[src/design/scti_pkg.sv]
// Shared constants for the sine/cosine table interpolator: widths, phase offsets, quarter-wave table.
package scti_pkg;

    localparam int ANGLE_W   = 16;
    localparam int PHASE_W   = 15;
    localparam int FRAC_W    = 8;
    localparam int SEG_W     = 5;
    localparam int TAB_IDX_W = SEG_W + 1;
    localparam int MAG_W     = 15;
    localparam int VALUE_W   = 16;
    localparam int TAB_DEPTH = (1 << SEG_W) + 1;

    // cosine phase offset, one step short of three quarters of a turn
    localparam int COS_OFFSET = 24575;
    localparam logic [PHASE_W-1:0] COS_STEP = PHASE_W'((1 << PHASE_W) - COS_OFFSET);

    localparam logic MODE_SIN = 1'b0;
    localparam logic MODE_COS = 1'b1;

    localparam logic [MAG_W-1:0] QUARTER_WAVE [TAB_DEPTH] = '{
        15'h0000, 15'h0647, 15'h0c8b, 15'h12c7, 15'h18f8, 15'h1f19, 15'h2527, 15'h2b1e,
        15'h30fb, 15'h36b9, 15'h3c56, 15'h41cd, 15'h471c, 15'h4c3f, 15'h5133, 15'h55f4,
        15'h5a81, 15'h5ed6, 15'h62f1, 15'h66ce, 15'h6a6c, 15'h6dc9, 15'h70e1, 15'h73b5,
        15'h7640, 15'h7883, 15'h7a7c, 15'h7c29, 15'h7d89, 15'h7e9c, 15'h7f61, 15'h7fd7,
        15'h7fff
    };

endpackage

[src/design/scti_eval.sv]
// Combinational phase fold, table lookup, linear interpolation and sign for one word.
module scti_eval
(
    input  logic                                mode,
    input  logic signed [scti_pkg::ANGLE_W-1:0] angle,
    output logic signed [scti_pkg::VALUE_W-1:0] value
);

    logic [scti_pkg::PHASE_W-1:0]         phase;
    logic [scti_pkg::SEG_W-1:0]           seg;
    logic [scti_pkg::FRAC_W-1:0]          frac;
    logic [scti_pkg::TAB_IDX_W-1:0]       idx_lo;
    logic [scti_pkg::TAB_IDX_W-1:0]       idx_hi;
    logic [scti_pkg::MAG_W-1:0]           lo;
    logic [scti_pkg::MAG_W-1:0]           hi;
    logic [scti_pkg::MAG_W-1:0]           diff;
    logic [scti_pkg::MAG_W+scti_pkg::FRAC_W-1:0] prod;
    logic [scti_pkg::MAG_W-1:0]           mag;

    always_comb
    begin
        phase = angle[scti_pkg::PHASE_W-1:0];
        if (mode == scti_pkg::MODE_COS)
        begin
            phase = phase + scti_pkg::COS_STEP;
        end

        seg  = phase[scti_pkg::FRAC_W +: scti_pkg::SEG_W];
        frac = phase[scti_pkg::FRAC_W-1:0];
        // mirrored quarter: walk the table backwards
        if (phase[scti_pkg::PHASE_W-2])
        begin
            seg  = ~seg;
            frac = ~frac;
        end

        idx_lo = {1'b0, seg};
        idx_hi = idx_lo + scti_pkg::TAB_IDX_W'(1);
        lo     = scti_pkg::QUARTER_WAVE[idx_lo];
        hi     = scti_pkg::QUARTER_WAVE[idx_hi];
        diff   = hi - lo;  // table is monotonic, never negative
        prod   = diff * frac;
        mag    = lo + prod[scti_pkg::FRAC_W +: scti_pkg::MAG_W];

        if (phase[scti_pkg::PHASE_W-1])
        begin
            value = -$signed({1'b0, mag});
        end
        else
        begin
            value = $signed({1'b0, mag});
        end
    end

endmodule

[src/design/sine_cosine_table_interpolator.sv]
// Top level: Q15 sine/cosine by quarter-wave table interpolation, two-register pipeline.
//
//  channel | signals                       | direction | word
//  --------+-------------------------------+-----------+-----------------------------
//  in      | in_valid, in_stall, mode,     | in        | mode (0 sine, 1 cosine),
//          | angle                         |           | angle (low 15 bits = 1 turn)
//  out     | out_valid, out_stall, value   | out       | value, Q15 in -32767..32767
//
//  The accepted word lands in the input register at the accepting edge, and its
//  result enters the result register once adv lets that register load.
//  One word is taken every cycle while out is not stalled; the lookup, multiply
//  and add form the single pass between the two registers.
//  Reset clears both valid bits; data registers are not reset.
//  A stall on out holds the result register, and in_stall rises only when the
//  input register is also full, so both registers fill before input backs up.
module sine_cosine_table_interpolator
(
    input  logic                                clk,
    input  logic                                rst_n,
    input  logic                                in_valid,
    output logic                                in_stall,
    input  logic                                mode,
    input  logic signed [scti_pkg::ANGLE_W-1:0] angle,
    output logic                                out_valid,
    input  logic                                out_stall,
    output logic signed [scti_pkg::VALUE_W-1:0] value
);

    // input register
    logic                                s1_valid_reg;
    logic                                s1_mode_reg;
    logic signed [scti_pkg::ANGLE_W-1:0] s1_angle_reg;

    // result register
    logic                                out_valid_reg;
    logic signed [scti_pkg::VALUE_W-1:0] value_reg;

    logic                                adv;      // result register may load
    logic                                s1_load;  // input register may load
    logic signed [scti_pkg::VALUE_W-1:0] value_next;

    assign adv      = !out_valid_reg || !out_stall;
    assign s1_load  = !s1_valid_reg || adv;
    assign in_stall = !s1_load;

    scti_eval u_eval
    (
        .mode  (s1_mode_reg),
        .angle (s1_angle_reg),
        .value (value_next)
    );

    always_ff @(posedge clk or negedge rst_n)
    begin
        if (!rst_n)
        begin
            s1_valid_reg  <= 1'b0;
            out_valid_reg <= 1'b0;
        end
        else
        begin
            if (s1_load)
            begin
                s1_valid_reg <= in_valid;
            end
            if (adv)
            begin
                out_valid_reg <= s1_valid_reg;
            end
        end
    end

    always_ff @(posedge clk)
    begin
        if (s1_load && in_valid)
        begin
            s1_mode_reg  <= mode;
            s1_angle_reg <= angle;
        end
        if (adv && s1_valid_reg)
        begin
            value_reg <= value_next;
        end
    end

    assign out_valid = out_valid_reg;
    assign value     = value_reg;

`ifndef NO_ASSERTIONS
    // input backs up only when both registers hold a word
    a_stall_full: assert property (@(posedge clk) disable iff (!rst_n)
        in_stall |-> (s1_valid_reg && out_valid_reg && out_stall))
        else $error("in_stall raised with a free register");

    // an accepted word always occupies the input register next cycle
    a_accept_lands: assert property (@(posedge clk) disable iff (!rst_n)
        (in_valid && !in_stall) |=> s1_valid_reg)
        else $error("accepted word lost");

    // a word in the input register reaches the output when it may advance
    a_advance: assert property (@(posedge clk) disable iff (!rst_n)
        (s1_valid_reg && adv) |=> out_valid_reg)
        else $error("word dropped between stages");

    // magnitude never exceeds full scale, so -32768 never appears
    a_range: assert property (@(posedge clk) disable iff (!rst_n)
        out_valid |-> (value != 16'sh8000))
        else $error("value out of Q15 range");
`endif

endmodule

[config.mk]
export PLATFORM = sky130hd
export DESIGN_NAME = sine_cosine_table_interpolator
export DESIGN_NICKNAME = d
export VERILOG_FILES = /design/src/design/scti_pkg.sv /design/src/design/scti_eval.sv /design/src/design/sine_cosine_table_interpolator.sv
export SDC_FILE = /design/constraint.sdc
export NUM_CORES = 1
export LEC_CHECK = 0
export BUFFER_PORTS_ARGS = -buffer_cell sky130_fd_sc_hd__buf_4
export CORE_MARGIN = 2
export CORE_UTILIZATION = 57
export CTS_BUF_LIST = sky130_fd_sc_hd__clkbuf_4 sky130_fd_sc_hd__clkbuf_8
export CTS_CLUSTER_DIAMETER = 100
export DETAILED_ROUTE_END_ITERATION = 10
export PLACE_DENSITY = 0.75
export REMOVE_ABC_BUFFERS = 1
export SYNTH_ARGS = -nofsm -noshare
export SYNTH_HDL_FRONTEND = slang
export SYNTH_SLANG_ARGS = --single-unit
[constraint.sdc]
create_clock -name clk -period 15.2 [get_ports clk]
set_clock_uncertainty 0.05 [all_clocks]
set_input_delay 3.8 -clock clk [delete_from_list [all_inputs] [get_ports clk]]
set_output_delay 3.8 -clock clk [all_outputs]
set_load 0.05 [all_outputs]
# [Word level (Yosys, flattened, before mapping)]
# Memories as Yosys holds them, arrays and structs flattened.
# Cells that the tools add are included.
[classes] addsub=5 bitwise_logic=4 n_reduce_logical=8 multipliers=1 n_mux=8 n_lt_le_gt_ge=2
[op_table] operator="two-way mux 15 bit" n=6
[op_table] operator="multiplier 15 x 8 -> 23 bit" n=1
[op_table] operator="negator 15 -> 16 bit" n=1
[op_table] operator="adder 15 x 14 -> 15 bit, second input constant" n=1
[op_table] operator="adder 15 bit" n=1
[op_table] operator="subtractor 15 bit" n=1
[op_table] operator="greater-or-equal comparator 7 bit, second input constant" n=2
[op_table] operator="two-way mux 8 bit" n=1
[op_table] operator="inverter 8 bit" n=1
[op_table] operator="inverter 5 -> 7 bit" n=1
[op_table] operator="inverter 6 -> 7 bit" n=1
[op_table] operator="adder 5 x 1 -> 6 bit, second input constant" n=1
[op_table] operator="two-way mux 5 bit" n=1
[op_table] operator="inverter 5 bit" n=1
[op_table] operator="zero test 1 bit" n=4
[op_table] operator="logical AND 1 bit" n=2
[op_table] operator="logical OR 1 bit" n=2
[totals] register_bits=34 n_memories=2 romBits=1920 output_inout_bits=18 word_cells=36
[memory_table] memory="(no name shown)" depth=64 width=15 read_ports=1 rd_ports_with_merged_regs=0 wr=0 line="scti_eval.sv:39" source="lo = scti_pkg::QUARTER_WAVE[idx_lo];"
[memory_table] memory="(no name shown)" depth=64 width=15 read_ports=1 rd_ports_with_merged_regs=0 wr=0 line="scti_eval.sv:40" source="hi = scti_pkg::QUARTER_WAVE[idx_hi];"

# [Depth between registers and ports, before layout]
[depth] ltp_word=14 depth_mapped=50 depth_no_buf=48

# [By module]
# A second synthesis with hierarchy kept.
[unflattened] hier_cells=1062 hier_area_um2=8767.2
[modules_own_cells] module="scti_eval" n_inst=1 cells_per_inst=1021 seq_area_each_um2=0.0 area_per_inst_um2=7683.6
[modules_own_cells] module="sine_cosine_table_interpolator" n_inst=1 cells_per_inst=41 seq_area_each_um2=1041.0 area_per_inst_um2=1083.5

# [Least setup slack after synthesis]
# No wires, ideal clock.
[synth_path] path_type="register to register" startpoint="register s1_angle_reg[9] in the netlist's numbering" endpoint="register value_reg (netlist bit value[14]), data pin" setup_ns=0.262 path_stages_with_launch=50 arrival_time_ns=11.272 slack_ns=3.616 required_ns=14.888 period_less_slack_ns=11.584 path_cell_list="edfxtp_1 > clkbuf_1 > nand4_1 > nor2_1 > mux2i_1 > nand3_1 > nand2_1 > clkbuf_1 > ha_1 > inv_1 > ha_1 > clkbuf_1 > clkinv_1 > or3_1 > o221ai_1 > o2111ai_1 > fa_1 > a21o_1 > (+14 left out) > ha_1 > a21o_1 > a21o_1 > a21o_1 > nand2b_1 > a31oi_1 > a31oi_4 > a21oi_1 > xnor2_1 > ha_1 > inv_1 > a211oi_1 > a211oi_1 > o21ai_0 > xor2_1 > nor4_1 > a31oi_1 > xnor2_1"
[synth_between] elab_chain_len=14 elab_cells_between_ends=19
[synth_rtl] element="start: declaration" line="sine_cosine_table_interpolator.sv:32" source="logic signed [scti_pkg::ANGLE_W-1:0] s1_angle_reg;"
[synth_rtl] element="start signal: assignment" line="sine_cosine_table_interpolator.sv:78" source="s1_angle_reg <= angle;"
[synth_rtl] element="adder 15 x 14 -> 15 bit" line="scti_eval.sv:25" source="phase = phase + scti_pkg::COS_STEP;"
[synth_rtl] element="two-way mux 15 bit (*)" line="scti_eval.sv:23" source="if (mode == scti_pkg::MODE_COS)"
[synth_rtl] element="inverter 5 bit" line="scti_eval.sv:33" source="seg = ~seg;"
[synth_rtl] element="two-way mux 5 bit" line="scti_eval.sv:31" source="if (phase[scti_pkg::PHASE_W-2])"
[synth_rtl] element="adder 5 x 1 -> 6 bit" line="scti_eval.sv:38" source="idx_hi = idx_lo + scti_pkg::TAB_IDX_W'(1);"
[synth_rtl] element="inverter 6 -> 7 bit (not written as such)" line="scti_eval.sv:40"
[synth_rtl] element="memory read (64 x 15 bit)"
[synth_rtl] element="two-way mux 15 bit (not written as such) (2 in series)" line="scti_eval.sv:40"
[synth_rtl] element="subtractor 15 bit" line="scti_eval.sv:41" source="diff = hi - lo;"
[synth_rtl] element="multiplier 15 x 8 -> 23 bit" line="scti_eval.sv:42" source="prod = diff * frac;"
[synth_rtl] element="adder 15 bit" line="scti_eval.sv:43" source="mag = lo + prod[scti_pkg::FRAC_W +: scti_pkg::MAG_W];"
[synth_rtl] element="negator 15 -> 16 bit" line="scti_eval.sv:47" source="value = -$signed({1'b0, mag});"
[synth_rtl] element="two-way mux 15 bit (*)" line="scti_eval.sv:45" source="if (phase[scti_pkg::PHASE_W-1])"
[synth_rtl] element="via u_eval.value, one bit" line="scti_eval.sv:6" source="output logic signed [scti_pkg::VALUE_W-1:0] value"
[synth_rtl] element="end signal: assignment" line="sine_cosine_table_interpolator.sv:82" source="value_reg <= value_next;"
[synth_rtl] element="end: declaration" line="sine_cosine_table_interpolator.sv:36" source="logic signed [scti_pkg::VALUE_W-1:0] value_reg;"
# The timed path passes the listed nets; every way through them passes the cells marked *. The select of a mux whose other input is x is not followed.
# A chain may end at the register's enable or synchronous reset.

# [Worst setup path after layout]
[layout_path] startpoint="register s1_angle_reg[2] in the netlist's numbering" endpoint="register value_reg (netlist bit value[14]), data pin"
# The elaborated chain is that of the path after synthesis.

==> results.py <==
metrics = {
    "finish": {
        "largest_reg_flops": 16,
        "diodes": 0,
        "final_cell_mix": "nor2_1 (138), inv_1 (116), ha_1 (86)",
        "final_common_cell": "nor2_1",
        "area_growth_pct": 6.79,
        "final_layout_size_suffix_gt1_share_pct": 9.89,
        "fin_cells": 1290,
        "post-route-util_pct": 61.7,
        "layout.nets": 1288,
    },
    "worst_setup_path": {
        "crit_path_frequent_cell": "o21ai_0",
        "required_ns": 15.18,
        "max_stage_delay_ns": 0.79,
        "end_kind": "register",
        "cp_max_fo": 20,
        "startpoint_type": "register",
        "crit_type": "reg2reg",
        "slowest_stage": "clkinv_1",
        "cp.arrival_ns": 13.51,
        "r2r_slack_ns": 1.67,
    },
    "clocking": {
        "postCtsSetupRepairBufs": 0,
        "cts_tree": "yes",
        "cts_root_buf": "clkbuf_8",
        "clock-sinks": 34,
        "cts_resized": 0,
        "htree_num_levels": 2,
        "cts_buffer_depth": 2,
        "cts-hold-fix-buffers": 0,
        "numCtsBuffers": 5,
        "path_clk_slew_ns": 0.07,
        "clkLatencyLatePin_ns": 0.29,
    },
    "floorplanning": {
        "core_area_mm2": 0.0151,
        "initial_utilization_pct": 57.7,
        "rows": 45,
        "die_w_um": 128,
        "die_h_um": 128,
        "dieArea_mm2": 0.0163,
        "io_pins": 39,
    },
    "sta": {
        "hold_viol": 0,
        "maxSlewViolCount": 0,
        "fin_crit_ns": 13.53,
        "finalSetupViolCount": 0,
        "tightest_slew_ns": 1.25,
        "timing.final.crit_share_pct": 89.0,
        "fmax_ghz": 0.0739,
        "tns_ns": 0,
        "rsz0062_at_grt": "no",
        "max-slew-margin-rel_pct": 16.0,
    },
    "global_route": {
        "grt_max_degree": 34,
        "grt_pass1_wl_mm": 37.4,
        "grt_pass1_vias": 7390,
        "antenna_found_initial": 0,
        "track_usage_pct": 28.7,
        "overflow": 0,
    },
    "run": {
        "cap_viol_max_count": 0,
    },
    "min_path": {
        "hold_class": "reg2reg",
    },
    "yosys": {
        "async_flop_share_pct": 5.88,
        "ys.flop_type": "edfxtp_1",
        "synthCells": 1085,
        "yosysTopAreaCellShare_pct": 18.2,
        "yosysSeqAreaShare_pct": 11.6,
        "ys_ff_latch": 34,
        "synth.cell_area_mm2": 0.00871,
        "ys_warn_count": 0,
        "synth_edf_count": 32,
        "synth.area.top_cells": "fa_1 (18%), ha_1 (12%), edfxtp_1 (11%)",
        "synth_cell_types": 78,
        "yosys.area.top_type": "fa_1",
        "syn_avg_cell_area_um2": 8.03,
    },
    "drt": {
        "drt_iter0_drc": 781,
        "avgRoutedWirePerCell_um": 17.7,
        "via_count": 7834,
        "wl_mm": 22.9,
        "drt_pre_antenna_iters": 5,
        "drcViolationCount": 0,
        "ant_nets": 0,
        "vias_per_cell": 6.07,
    },
    "place": {
        "portBuffers": 37,
        "dpl.cell_count": 1283,
        "dpl.hpwl_mm": 18.1,
        "gp_congestion": 0.960,
    },
    "status": {
        "status": "finished, final reports clean",
    },
}
-- final timing paths --
path,start,endpoint,depth (start not counted)
min in group asynchronous,rst_n,s1_valid_reg,1
max in group asynchronous,rst_n,out_valid,1
hold / removal,s1_valid_reg,out_valid,1
hold reg to reg,s1_valid_reg,out_valid,1
setup / recovery,s1_angle_reg[2],value[14],44
setup reg to reg,s1_angle_reg[2],value[14],44
-- routing by layer --
layer	up-vias	routed length (um)	GRT usage [%]
li1	3793	-	-
met4	0	941	11.4
met2	315	10000	44.8
met3	46	1810	3.77
met5	-	0	0
met1	3680	10100	40.5
-- Yosys cell counts, drive strengths merged (13+ instances only) --
cell	number
nor2	140
inv	116
ha	86
nand2	80
fa	79
o21ai	56
xnor2	56
a21oi	55
clkbuf	37
edfxtp	32
nor3	26
nand3	24
xor2	23
a21o	22
a31oi	20
or2	18
o211ai	13
-- area by class of cell --
class	instances	area, um^2
clock inverters	1	30.0
multi-input cells	884	7070
flip-flops and latches	34	1010
well taps	188	235
clock buffers	6	82.6
fillers	1336	5790
inverters	120	450
repair buffers	57	428
-- kinds of logic after synthesis --
kind of cell	Yosys count	share of synthesized area, %
AO/OA/AOI/OAI	252	19.6
XOR/XNOR	80	8.29
adder cells (fa/ha/maj)	165	30.5
buffers and inverters	167	7.37
flip-flops	34	11.6
multiplexers	23	3.12
AND/OR/NAND/NOR	364	19.5
-- per-stage QoR --
| stage | hold slack (ns) | area (um^2) | setup slack (ns) |
|---|---|---|---|
| 6_report | 0.442 | 9300 | 1.67 |
| 5_1_grt | 0.489 | 9300 | 0.606 |
| 4_1_cts | 0.443 | 9300 | 1.79 |
| 3_5_place_dp | 0.416 | 9190 | 1.86 |
| 3_3_place_gp | 0.418 | 9190 | 1.93 |
| 2_1_floorplan | 0.393 | 8520 | 3.12 |
-- worst max-delay path, delay by kind of cell (launching register included) --
kind / cells / cell delay, ns
xor gates and xnor gates: 4 / 1.10
and+or+nand+nor: 11 / 2.95
buffers and inverters: 4 / 0.94
muxes: 1 / 0.44
adders and majority gates: 8 / 3.54
DFF: 1 / 0.44
AOI/OAI and AO/OA: 16 / 3.79
Power is not shown: default switching activity piles up to over one toggle a cycle in this logic, so the estimate is an artifact.
